===== src/hdl/wsp_pkg.sv =====
// wsp_pkg: shared types and constants for the WAV stream header parser.
// Word structs, config struct, walker phases, status codes and tag helpers.
// No dependencies.
`timescale 1ns / 1ps

package wsp_pkg;

    typedef struct packed {
        logic [7:0] in_byte;
        logic       last;
    } t_in_word;

    typedef struct packed {
        logic [7:0]  out_byte;
        logic        byte_valid;
        logic        done_res;
        logic [3:0]  status;
        logic [1:0]  sample_format;
        logic [15:0] channel_count;
        logic [31:0] sample_rate;
        logic [31:0] data_size;
    } t_out_word;

    typedef struct packed {
        logic [15:0] pcm_tag;
        logic [15:0] float_tag;
    } t_cfg;

    localparam int CFG_IDX_W = 1;
    localparam logic [CFG_IDX_W-1:0] CFG_PCM_TAG   = 1'b0;
    localparam logic [CFG_IDX_W-1:0] CFG_FLOAT_TAG = 1'b1;
    localparam logic [15:0] PCM_TAG_RST   = 16'd1;
    localparam logic [15:0] FLOAT_TAG_RST = 16'd3;

    typedef enum logic [2:0] {
        PH_RIFF,
        PH_FMT,
        PH_SKIP,
        PH_HDR,
        PH_DATA,
        PH_DONE
    } t_phase;

    typedef enum logic [3:0] {
        ST_OK     = 4'd0,
        ST_SHORT  = 4'd1,
        ST_RIFF   = 4'd2,
        ST_SIZE   = 4'd3,
        ST_WAVE   = 4'd4,
        ST_FMT    = 4'd5,
        ST_TAG    = 4'd6,
        ST_NODATA = 4'd7,
        ST_TRUNC  = 4'd8
    } t_status;

    localparam logic [1:0] SF_UINT8   = 2'd0;
    localparam logic [1:0] SF_INT16   = 2'd1;
    localparam logic [1:0] SF_INT32   = 2'd2;
    localparam logic [1:0] SF_FLOAT32 = 2'd3;

    // four-character tags, first character in the top byte
    localparam logic [31:0] TAG_RIFF = 32'h5249_4646;
    localparam logic [31:0] TAG_WAVE = 32'h5741_5645;
    localparam logic [31:0] TAG_FMT  = 32'h666d_7420;
    localparam logic [31:0] TAG_DATA = 32'h6461_7461;

    localparam logic [32:0] MIN_LEN      = 33'd44;
    localparam logic [32:0] RIFF_HDR_LEN = 33'd8;

    function automatic logic [7:0] tag_byte(input logic [31:0] tag, input logic [1:0] idx);
        tag_byte = tag[{~idx, 3'b000} +: 8];
    endfunction

endpackage


===== src/hdl/wsp_cfg_regs.sv =====
// wsp_cfg_regs: format tag configuration registers for the header parser.
// Depends on wsp_pkg.
`timescale 1ns / 1ps

module wsp_cfg_regs
    import wsp_pkg::*;
(
    input  logic                 i_clk,
    input  logic                 i_rst_n,
    input  logic                 i_cfg_valid,
    output logic                 o_cfg_ready,
    input  logic [CFG_IDX_W-1:0] i_cfg_index,
    input  logic [15:0]          i_cfg_data,
    output t_cfg                 o_cfg
);

    t_cfg r_cfg;

    assign o_cfg_ready = 1'b1;
    assign o_cfg       = r_cfg;

    always_ff @(posedge i_clk) begin
        if (!i_rst_n) begin
            r_cfg.pcm_tag   <= PCM_TAG_RST;
            r_cfg.float_tag <= FLOAT_TAG_RST;
        end else if (i_cfg_valid) begin
            case (i_cfg_index)
                CFG_PCM_TAG:   r_cfg.pcm_tag   <= i_cfg_data;
                CFG_FLOAT_TAG: r_cfg.float_tag <= i_cfg_data;
                default: ;
            endcase
        end
    end

endmodule


===== src/hdl/wsp_parse_core.sv =====
// wsp_parse_core: RIFF/WAVE walker state and per-word parse logic.
// Produces at most one result word per accepted byte. Depends on wsp_pkg.
`timescale 1ns / 1ps

module wsp_parse_core
    import wsp_pkg::*;
(
    input  logic      i_clk,
    input  logic      i_rst_n,
    input  logic      i_accept,
    input  t_in_word  i_word,
    input  t_cfg      i_cfg,
    output logic      o_res_valid,
    output t_out_word o_res
);

    logic [31:0] r_pos,        n_pos;
    logic [2:0]  r_field_shift, n_field_shift;
    logic [31:0] r_riff_size,  n_riff_size;
    logic [23:0] r_fmt_size,   n_fmt_size;
    logic [15:0] r_format_tag, n_format_tag;
    logic [15:0] r_channels,   n_channels;
    logic [31:0] r_rate,       n_rate;
    logic [15:0] r_bits,       n_bits;
    logic [31:0] r_cr,         n_cr;
    t_phase      r_phase,      n_phase;
    t_status     r_first_error, n_first_error;
    logic        r_data_found, n_data_found;
    logic [31:0] r_data_length, n_data_length;
    logic        r_id_match,   n_id_match;

    logic [7:0]  b;
    logic [2:0]  idx;
    t_status     err;
    logic [31:0] full_size;
    logic [31:0] cr_dec;
    logic        payload;
    logic [32:0] len;
    t_status     st;

    assign b   = i_word.in_byte;
    assign idx = r_field_shift;

    // next state
    always_comb begin
        n_pos         = (r_pos != '1) ? r_pos + 32'd1 : r_pos;
        n_field_shift = r_field_shift;
        n_riff_size   = r_riff_size;
        n_fmt_size    = r_fmt_size;
        n_format_tag  = r_format_tag;
        n_channels    = r_channels;
        n_rate        = r_rate;
        n_bits        = r_bits;
        n_cr          = r_cr;
        n_phase       = r_phase;
        n_data_found  = r_data_found;
        n_data_length = r_data_length;
        n_id_match    = r_id_match;
        err           = ST_OK;
        full_size     = {b, r_fmt_size};
        cr_dec        = r_cr - 32'd1;

        // fixed offsets of the file header and fmt chunk body
        if (r_pos < 32'd4) begin
            if (b != tag_byte(TAG_RIFF, r_pos[1:0])) err = ST_RIFF;
        end else if (r_pos < 32'd8) begin
            n_riff_size[{r_pos[1:0], 3'b000} +: 8] = b;
        end else if (r_pos < 32'd12) begin
            if (b != tag_byte(TAG_WAVE, r_pos[1:0])) err = ST_WAVE;
        end else if (r_pos == 32'd20) begin
            n_format_tag[7:0] = b;
        end else if (r_pos == 32'd21) begin
            n_format_tag[15:8] = b;
            if ({b, r_format_tag[7:0]} != i_cfg.pcm_tag &&
                {b, r_format_tag[7:0]} != i_cfg.float_tag) err = ST_TAG;
        end else if (r_pos == 32'd22) begin
            n_channels[7:0] = b;
        end else if (r_pos == 32'd23) begin
            n_channels[15:8] = b;
        end else if (r_pos >= 32'd24 && r_pos < 32'd28) begin
            n_rate[{r_pos[1:0], 3'b000} +: 8] = b;
        end else if (r_pos == 32'd34) begin
            n_bits[7:0] = b;
        end else if (r_pos == 32'd35) begin
            n_bits[15:8] = b;
        end

        case (r_phase)
            PH_RIFF: begin
                if (r_pos == 32'd11) begin
                    n_phase       = PH_FMT;
                    n_field_shift = 3'd0;
                end
            end
            PH_FMT: begin
                if (!idx[2]) begin
                    if (b != tag_byte(TAG_FMT, idx[1:0])) err = ST_FMT;
                end else if (idx != 3'd7) begin
                    n_fmt_size[{idx[1:0], 3'b000} +: 8] = b;
                end
                if (idx == 3'd7) begin
                    if (full_size != 32'd0) begin
                        n_phase = PH_SKIP;
                        n_cr    = full_size;
                    end else begin
                        n_phase       = PH_HDR;
                        n_field_shift = 3'd0;
                        n_id_match    = 1'b1;
                        n_cr          = 32'd0;
                    end
                end else begin
                    n_field_shift = idx + 3'd1;
                end
            end
            PH_SKIP: begin
                n_cr = cr_dec;
                if (cr_dec == 32'd0) begin
                    n_phase       = PH_HDR;
                    n_field_shift = 3'd0;
                    n_id_match    = 1'b1;
                end
            end
            PH_HDR: begin
                if (!idx[2]) begin
                    if (b != tag_byte(TAG_DATA, idx[1:0])) n_id_match = 1'b0;
                end else if (idx != 3'd7) begin
                    n_cr[{idx[1:0], 3'b000} +: 8] = b;
                end
                if (idx == 3'd7) begin
                    n_cr = {b, r_cr[23:0]};
                    if (r_id_match) begin
                        n_data_found  = 1'b1;
                        n_data_length = {b, r_cr[23:0]};
                        n_phase       = ({b, r_cr[23:0]} != 32'd0) ? PH_DATA : PH_DONE;
                    end else if ({b, r_cr[23:0]} != 32'd0) begin
                        n_phase = PH_SKIP;
                    end else begin
                        n_field_shift = 3'd0;
                        n_id_match    = 1'b1;
                        n_cr          = 32'd0;
                    end
                end else begin
                    n_field_shift = idx + 3'd1;
                end
            end
            PH_DATA: begin
                n_cr = cr_dec;
                if (cr_dec == 32'd0) n_phase = PH_DONE;
            end
            default: ;
        endcase

        n_first_error = (r_first_error == ST_OK) ? err : r_first_error;
    end

    // result word
    always_comb begin
        payload     = (r_phase == PH_DATA);
        o_res_valid = payload || i_word.last;
        o_res       = '0;
        len         = {1'b0, r_pos} + 33'd1;
        st          = ST_OK;
        if (payload) begin
            o_res.out_byte   = b;
            o_res.byte_valid = 1'b1;
        end
        if (i_word.last) begin
            if (len < MIN_LEN)                                   st = ST_SHORT;
            else if (n_first_error == ST_RIFF)                   st = ST_RIFF;
            else if (len != {1'b0, n_riff_size} + RIFF_HDR_LEN)  st = ST_SIZE;
            else if (n_first_error != ST_OK)                     st = n_first_error;
            else if (!n_data_found)                              st = ST_NODATA;
            else if (n_phase == PH_DATA)                         st = ST_TRUNC;
            else                                                 st = ST_OK;
            o_res.done_res      = 1'b1;
            o_res.status        = st;
            o_res.sample_format = SF_FLOAT32;
            if (n_format_tag == i_cfg.pcm_tag) begin
                if (n_bits == 16'd8)       o_res.sample_format = SF_UINT8;
                else if (n_bits == 16'd16) o_res.sample_format = SF_INT16;
                else if (n_bits == 16'd32) o_res.sample_format = SF_INT32;
            end
            o_res.channel_count = n_channels;
            o_res.sample_rate   = n_rate;
            o_res.data_size     = n_data_found ? n_data_length : 32'd0;
        end
    end

    // the last byte of a file returns the walker to its reset state
    always_ff @(posedge i_clk) begin
        if (!i_rst_n || (i_accept && i_word.last)) begin
            r_pos         <= '0;
            r_field_shift <= '0;
            r_riff_size   <= '0;
            r_fmt_size    <= '0;
            r_format_tag  <= '0;
            r_channels    <= '0;
            r_rate        <= '0;
            r_bits        <= '0;
            r_cr          <= '0;
            r_phase       <= PH_RIFF;
            r_first_error <= ST_OK;
            r_data_found  <= 1'b0;
            r_data_length <= '0;
            r_id_match    <= 1'b1;
        end else if (i_accept) begin
            r_pos         <= n_pos;
            r_field_shift <= n_field_shift;
            r_riff_size   <= n_riff_size;
            r_fmt_size    <= n_fmt_size;
            r_format_tag  <= n_format_tag;
            r_channels    <= n_channels;
            r_rate        <= n_rate;
            r_bits        <= n_bits;
            r_cr          <= n_cr;
            r_phase       <= n_phase;
            r_first_error <= n_first_error;
            r_data_found  <= n_data_found;
            r_data_length <= n_data_length;
            r_id_match    <= n_id_match;
        end
    end

    a_last_clears: assert property (@(posedge i_clk) disable iff (!i_rst_n)
        (i_accept && i_word.last) |=> (r_pos == 32'd0 && r_phase == PH_RIFF))
        else $error("walker not cleared after last word");

    a_riff_shift: assert property (@(posedge i_clk) disable iff (!i_rst_n)
        (r_phase == PH_RIFF) |-> (r_field_shift == 3'd0))
        else $error("field shift moved during file header");

    a_found_phase: assert property (@(posedge i_clk) disable iff (!i_rst_n)
        r_data_found |-> (r_phase == PH_DATA || r_phase == PH_DONE))
        else $error("data chunk flagged outside data phases");

    a_data_left: assert property (@(posedge i_clk) disable iff (!i_rst_n)
        (r_phase == PH_DATA || r_phase == PH_SKIP) |-> (r_cr != 32'd0))
        else $error("zero byte count in counting phase");

endmodule


===== src/hdl/wsp_out_stage.sv =====
// wsp_out_stage: result register between the parse core and the output channel.
// Depends on wsp_pkg.
`timescale 1ns / 1ps

module wsp_out_stage
    import wsp_pkg::*;
(
    input  logic      i_clk,
    input  logic      i_rst_n,
    input  logic      i_push,
    input  t_out_word i_data,
    output logic      o_space,
    output logic      o_valid,
    input  logic      i_ready,
    output t_out_word o_data
);

    logic      r_valid;
    t_out_word r_data;

    assign o_space = !r_valid || i_ready;
    assign o_valid = r_valid;
    assign o_data  = r_data;

    always_ff @(posedge i_clk) begin
        if (!i_rst_n) begin
            r_valid <= 1'b0;
        end else if (o_space) begin
            r_valid <= i_push;
        end
    end

    always_ff @(posedge i_clk) begin
        if (o_space && i_push) begin
            r_data <= i_data;
        end
    end

endmodule


===== src/hdl/wav_stream_header_parser.sv =====
// Each accepted byte's result word is registered in the output register.
// Throughput: one byte per cycle; input stalls only while a result word waits unread.
// Bytes that cause no result are consumed without an output word.
// Reset: synchronous active low; walker cleared at once, tags return to 1 and 3.
// Walker also clears itself after each byte flagged last. Needs wsp_pkg and submodules.
`timescale 1ns / 1ps

module wav_stream_header_parser
    import wsp_pkg::*;
(
    input  logic                 i_clk,
    input  logic                 i_rst_n,
    input  logic                 i_in_valid,
    output logic                 o_in_ready,
    input  t_in_word             i_in_data,
    output logic                 o_out_valid,
    input  logic                 i_out_ready,
    output t_out_word            o_out_data,
    input  logic                 i_cfg_valid,
    output logic                 o_cfg_ready,
    input  logic [CFG_IDX_W-1:0] i_cfg_index,
    input  logic [15:0]          i_cfg_data
);

    t_cfg      cfg;
    logic      accept;
    logic      res_valid;
    t_out_word res;
    logic      space;

    assign o_in_ready = space;
    assign accept     = i_in_valid && space;

    wsp_cfg_regs u_cfg (
        .i_clk       (i_clk),
        .i_rst_n     (i_rst_n),
        .i_cfg_valid (i_cfg_valid),
        .o_cfg_ready (o_cfg_ready),
        .i_cfg_index (i_cfg_index),
        .i_cfg_data  (i_cfg_data),
        .o_cfg       (cfg)
    );

    wsp_parse_core u_core (
        .i_clk       (i_clk),
        .i_rst_n     (i_rst_n),
        .i_accept    (accept),
        .i_word      (i_in_data),
        .i_cfg       (cfg),
        .o_res_valid (res_valid),
        .o_res       (res)
    );

    wsp_out_stage u_out (
        .i_clk   (i_clk),
        .i_rst_n (i_rst_n),
        .i_push  (accept && res_valid),
        .i_data  (res),
        .o_space (space),
        .o_valid (o_out_valid),
        .i_ready (i_out_ready),
        .o_data  (o_out_data)
    );

endmodule

===== config.mk =====
export PLATFORM = sky130hd
export DESIGN_NAME = wav_stream_header_parser
export DESIGN_NICKNAME = d
export VERILOG_FILES = /design/src/hdl/wsp_pkg.sv /design/src/hdl/wsp_cfg_regs.sv /design/src/hdl/wsp_parse_core.sv /design/src/hdl/wsp_out_stage.sv /design/src/hdl/wav_stream_header_parser.sv
export SDC_FILE = /design/constraint.sdc
export NUM_CORES = 1
export LEC_CHECK = 0
export BUFFER_PORTS_ARGS = -buffer_cell sky130_fd_sc_hd__buf_2
export CAP_MARGIN = 20
export CORE_UTILIZATION = 45
export CTS_BUF_LIST = sky130_fd_sc_hd__clkbuf_16
export CTS_CLUSTER_SIZE = 10
export DETAILED_ROUTE_END_ITERATION = 7
export GPL_ROUTABILITY_DRIVEN = 1
export MAX_ROUTING_LAYER = met4
export PLACE_DENSITY = 0.72
export SYNTH_ARGS = -nofsm -noshare
export SYNTH_HDL_FRONTEND = slang
export SYNTH_SLANG_ARGS = --single-unit

===== constraint.sdc =====
create_clock -name i_clk -period 5.9 [get_ports i_clk]
set_clock_uncertainty 0.05 [all_clocks]
set_input_delay 1.18 -clock i_clk [delete_from_list [all_inputs] [get_ports i_clk]]
set_output_delay 1.18 -clock i_clk [all_outputs]
set_load 0.05 [all_outputs]

Word level (Yosys, flattened, before mapping). Cells that the tools add are included.

Eq/ne operators: 36. Magnitude comparators: 6. Multiplexer cells: 105. Shift operators: 10. Bitwise logic cells: 4. Reductions and logical operators: 32. Add/sub/neg operators: 7.

Operators by type and width (number): $mux 32 (21); $mux 16 (16); $eq 32x5->1 const B (4); $shiftx 32x6->8 const A (4); $bwmux 32 (3); $pmux 32 s3 (1); $mux 87 (1); $mux 8 (9); $eq 32x6->1 const B (2); $lt 32x4->1 const B (2); $reduce_bool 32->1 (2); $shift 8x7->32 const A (2); $shiftx 8x7->32 (2); $mux 4 (15); $mux 3 (16); $add 32x1->33 const B (1); $add 32x4->33 const B (1); $lt 33x6->1 const B (1); $ne 33x33->1 (1); $add 32x1->32 const B (1); $eq 32x4->1 const B (1); $ge 32x5->1 const B (1); $logic_not 32->1 (1); $lt 32x3->1 const B (1); 42 further kinds (91).

Output and inout bits: 99. Bits in registers: 373. Input bits: 31. Logic and storage cells: 228.

Depth between registers and ports, before layout.
Depth in word-level cells: 18. Gate-level depth with buffers: 19. Depth with buffers taken out: 15.

Modules after synthesis. From an unflattened synthesis, not the netlist that was laid out.

Cells, all modules: 2581. Area total of the unflattened synthesis: 20845.0 µm².

Modules (own cells, without submodules): wsp_parse_core (area each 16637.2 µm², seq. area each 4884.7 µm², times used 1, cells each 2350); wsp_out_stage (area each 2940.3 µm², seq. area each 2902.8 µm², times used 1, cells each 101); wsp_cfg_regs (area each 1255.0 µm², seq. area each 640.6 µm², times used 1, cells each 128); wav_stream_header_parser (area each 12.5 µm², seq. area each 0.0 µm², times used 1, cells each 2).

Worst setup path before layout. Ideal clock, no wire load.

Path type: input to register. Start: input i_out_ready. End: register u_out.r_data, in the netlist u_out.o_data[0] (enable). Required time: 5401 ps. Arrival time: 4334 ps. Stages on the path: 6. Buffers on the path: 2. Library setup time: 449 ps. Setup slack: 1067 ps. Cell sequence: nand2b_1 and2_1 clkbuf_1 clkbuf_1 o21ai_0 inv_1.

Word-level cells in the longest chain between the ends: 4.

Ends and longest elaborated chain: from (decl) (line wav_stream_header_parser.sv:17) `input logic i_out_ready,`; $logic_or 1x1->1 (*) (line wsp_out_stage.sv:21) `assign o_space = !r_valid || i_ready;`; $logic_and 1x1->1 (line wav_stream_header_parser.sv:32) `assign accept = i_in_valid && space;`; $logic_and 1x1->1 (line wav_stream_header_parser.sv:57) `.i_push (accept && res_valid),`; $logic_and 1x1->1 (*) (line wsp_out_stage.sv:34) `if (o_space && i_push) begin`; to (signal assigned) (line wsp_out_stage.sv:35) `r_data <= i_data;`; to (decl) (line wsp_out_stage.sv:19) `t_out_word r_data;`.

Every way passes the cells marked *; elsewhere a longest branch is shown, timed or not. A chain may end at the register's enable or synchronous reset.

Worst setup path in the final report.
Start: register u_core.r_pos[11]. End: register u_out.r_data, in the netlist u_out.o_data[84], data pin.

Elaborated cells between the ends (all ways): 24. Classes of those cells: 2 x add/sub; 4 x order compare; 4 x eq/ne; 12 x mux; 2 x reduce/logical.

RTL lines: from (decl) (line wsp_parse_core.sv:17) `logic [31:0] r_pos, n_pos;`; from (signal assigned) (line wsp_parse_core.sv:207) `r_pos <= n_pos;`; $lt 32x4->1 (line wsp_parse_core.sv:66) `end else if (r_pos < 32'd8) begin`; $mux 32 (line wsp_parse_core.sv:66); $mux 32 (*) (line wsp_parse_core.sv:64) `if (r_pos < 32'd4) begin`; named net u_core.n_riff_size[4] (line wsp_parse_core.sv:19) `logic [31:0] r_riff_size, n_riff_size;`; $add 32x4->33 (*) (line wsp_parse_core.sv:170) `else if (len != {1'b0, n_riff_size} + RIFF_HDR_LEN) st = ST_SIZE;`; $ne 33x33->1 (*) (line wsp_parse_core.sv:170); $reduce_or 4->1 (no line) (*).

The timed path passes the listed nets; every way through them passes the cells marked *.

==> results.sh <==
export IMPL_outcome="finished, final reports clean"
export IMPL_clk_latency_ns=0.59
export IMPL_synth_nets=2647
export IMPL_end_kind="flip-flop"
export IMPL_initial_core_util_pct=45.9
export IMPL_cts_root_buf="clkbuf_16"
export IMPL_seq_area_frac_synth_pct=40.3
export IMPL_ys_top_cells_by_count="nand2_1, dfxtp_1, a21oi_1"
export IMPL_clock_sinks=373
export IMPL_finalHoldViolCount=0
export IMPL_worst_slew_pin_slew_ns=1.01
export IMPL_dr_max_layer_used="met4"
export IMPL_avgSynthCellArea_sq_um=8.07
export IMPL_clk_path_buf_depth=3
export IMPL_cts_tree="built"
export IMPL_wl_met1_mm=29.9
export IMPL_critPathMaxStageDelay_ns=0.57
export IMPL_setup_viol=0
export IMPL_synthDominantCellAreaShare_pct=26.5
export IMPL_hold_buffers=0
export IMPL_grt_use_total_pct=27.6
export IMPL_rsz0062_at_grt="false"
export IMPL_maxSlewHeadroom_pct=32.8
export IMPL_cts_setup_buffers=0
export IMPL_synthFlopType="dfxtp_1"
export IMPL_fin_ws_ns=1.07
export IMPL_overflow=0
export IMPL_cp_required_ns=6.24
export IMPL_fmax_mhz=207
export IMPL_antenna_left=0
export IMPL_die_area_sq_um=47300
export IMPL_netlist_area_sq_um=20900
export IMPL_grt_pass1_wl_mm=101
export IMPL_worstPathMaxFanout=12
export IMPL_ys_warn_count=0
export IMPL_synth_most_common_cell="nand2_1"
export IMPL_ys_types=84
export IMPL_crit_chain="nor4_2 -> and2_0 -> nand4_1 -> o21ai_0 -> ha_1 -> o221ai_1 -> a211oi_1 -> nand3_1 -> xnor2_1 -> nand4b_1 -> or3_1 -> nor4b_1"
export IMPL_rows=78
export IMPL_io_pins=130
export IMPL_yosys_register_bits=373
export IMPL_synthCells=2590
export IMPL_totalWireLength_mm=64.3
export IMPL_clk_pin_slew_ns=0.06
export IMPL_p_sw_share_pct=26.1
export IMPL_die_w_microns=218
export IMPL_io_buffers=128
export IMPL_cts_buffers=45
export IMPL_p_seq_share_pct=47.1
export IMPL_cp_top_family="simple AND/OR/NAND/NOR gates"
export IMPL_min_period_ns=4.83
export IMPL_drt_iter0_drc=2152
export IMPL_vias_per_cell=5.99
export IMPL_synth_edf_count=96
export IMPL_wl_per_cell_microns=19.8
export IMPL_p_int_w=0.00421
export IMPL_dp_slack_ns=0.762
export IMPL_power_density_nw_per_um2=245
export IMPL_setup_tns_ns=0
export IMPL_yosys_top_cells_area="dfxtp_1, edfxtp_1, nand2_1, a21oi_1, xnor2_1"
export IMPL_cts_resized=0
export IMPL_die_h_microns=218
export IMPL_cp_slowest_cell="nor4_2"
export IMPL_slew_viol_final=0
export IMPL_grt_max_degree=93
export IMPL_finalCritPeriodShare_pct=81.8
export IMPL_final_nets=2668
export IMPL_cp_buffers_inverters=0
export IMPL_synth_async_sr_flop_share_pct=0
export IMPL_syn_to_final_growth_pct=11.4
export IMPL_crit_type="reg -> reg"
export IMPL_antenna_found_initial=1
export IMPL_routabilityCongestion=0.981
export IMPL_crit_arrival_ns=5.17
export IMPL_route_detailed_drc=0
export IMPL_place_hpwl_mm=44.8
export IMPL_drive_gt1_share_pct=10.3
export IMPL_htree_levels=2
export IMPL_ir_worst_vdd_uv=238
export IMPL_yosys_area_top_type="dfxtp_1"
export IMPL_vias=19445
export IMPL_hold_class="reg -> reg"
export IMPL_cap_violations=0
export IMPL_core_region_area_sq_um=45600
export IMPL_wl_met2_mm=27.7
export IMPL_grt_pass1_vias=17848
export IMPL_power_switching_w=0.00149
export IMPL_pwr_share_comb_pct=8.4
export IMPL_p_leak_nw=8.17
export IMPL_met3_length_mm=5.26
export IMPL_crit_path_start_kind="flip-flop"
export IMPL_drt_pre_antenna_iters=6
export IMPL_clockPowerShare_pct=44.4
[power groups by stage]
stage	registers (W)	logic, W	clock network (W)
finish	0.00269	0.000480	0.00253
global route	0.00269	0.000508	0.00268
CTS	0.00269	0.000467	0.00258
detailed placement	0.00274	0.000466	0
global placement	0.00274	0.000460	0
floorplan	0.00282	0.000237	0
[per-stage QoR]
step	total power (W)	cell area [sq um]	utilization [%]	hold WS [ns]	std cells
global route	0.00588	23300	51.1	0.416	3244
finish	0.00570	23300	51.1	0.399	3244
CTS	0.00573	23200	51.0	0.402	3239
global placement	0.00320	21900	48.0	0.384	3158
floorplan	0.00306	20900	-	0.378	2590
detailed placement	0.00321	21900	48.0	0.394	3160
[per-layer routing]
metal | vias up | GRT usage (%)
met4 | 0 | 7.82
met1 | 9333 | 39.6
met5 | - | -
li1 | 9147 | -
met2 | 861 | 40.1
met3 | 104 | 3.99
[registers in the layout (all words and copies together) (netlist names)]
register,count
u_core.r_first_error,4
u_core.r_fmt_size,24
u_core.r_data_length,32
u_core.r_cr,32
u_core.idx,3
u_core.r_id_match,1
u_core.r_data_found,1
u_core.r_pos,32
u_core.r_rate,32
u_core.r_channels,16
u_cfg.o_cfg,32
u_core.r_format_tag,16
u_core.r_riff_size,32
u_out.o_data,96
u_out.o_valid,1
u_core.r_bits,16
u_core.r_phase,3
[kinds of logic (layout without fill, tap and decap cells)]
group                      count (synthesis)  in the layout  synth area share, %
other                                      1              2               0.0179
DFF                                      373            373                 40.3
xor gates and xnor gates                 170            170                 7.12
muxes                                     90             90                 4.35
AOI/OAI and AO/OA                        500            500                 14.7
buffers and inverters                    220            273                 4.15
and+or+nand+nor                         1210           1210                 27.8
adders and majority gates                 26             26                 1.56
[tightest hold or removal path: cells and delay by family, from the launching register on]
kind | cells | cell delay [ns]
flops | 1 | 0.31
simple gates | 1 | 0.05
compound gates | 1 | 0.05
[layout by cell type, fill, tap and decap left out, types with 37 or more instances in the layout]
cell type / netlist / final
buf_4: 3 / 42
nand2_1: 534 / 533
dfxtp_1: 277 / 277
nor4_1: 39 / 39
nor3_1: 56 / 56
buf_2: 11 / 129
mux2i_1: 84 / 84
xnor2_1: 108 / 108
nand4_1: 77 / 77
clkbuf_16: 0 / 45
inv_1: 17 / 42
edfxtp_1: 96 / 96
a21boi_0: 51 / 51
o21ai_0: 77 / 77
xor2_1: 62 / 62
a21oi_1: 232 / 232
nor2_1: 173 / 170
and2_1: 38 / 37
nor2b_1: 42 / 42
nand3_1: 92 / 92
[worst paths after layout]
| kind | startpoint | end | slack (ns) | cells after the start |
|---|---|---|---|---|
| setup reg to reg | u_core.r_pos[11]$_SDFFE_PP0P_ | u_out.o_data[84]$_SDFFCE_PP0P_ | 1.07 | 12 |
| setup / recovery | u_core.r_pos[11]$_SDFFE_PP0P_ | u_out.o_data[84]$_SDFFCE_PP0P_ | 1.07 | 12 |
| hold / removal | u_core.r_rate[1]$_SDFFE_PP0P_ | u_core.r_rate[1]$_SDFFE_PP0P_ | 0.40 | 2 |
| hold reg to reg | u_core.r_rate[1]$_SDFFE_PP0P_ | u_core.r_rate[1]$_SDFFE_PP0P_ | 0.40 | 2 |
[area by class of cell]
class	count	area, sq um
inverter	18	70.1
fill	4271	22300
tap	600	751
timing repair buffer	176	1060
multi-input combinational	1997	11600
clock inverter	34	216
sequential	373	8430
antenna	1	2.50
clock buffer	45	1130
Note: power is estimated with default switching activity, not from simulation.
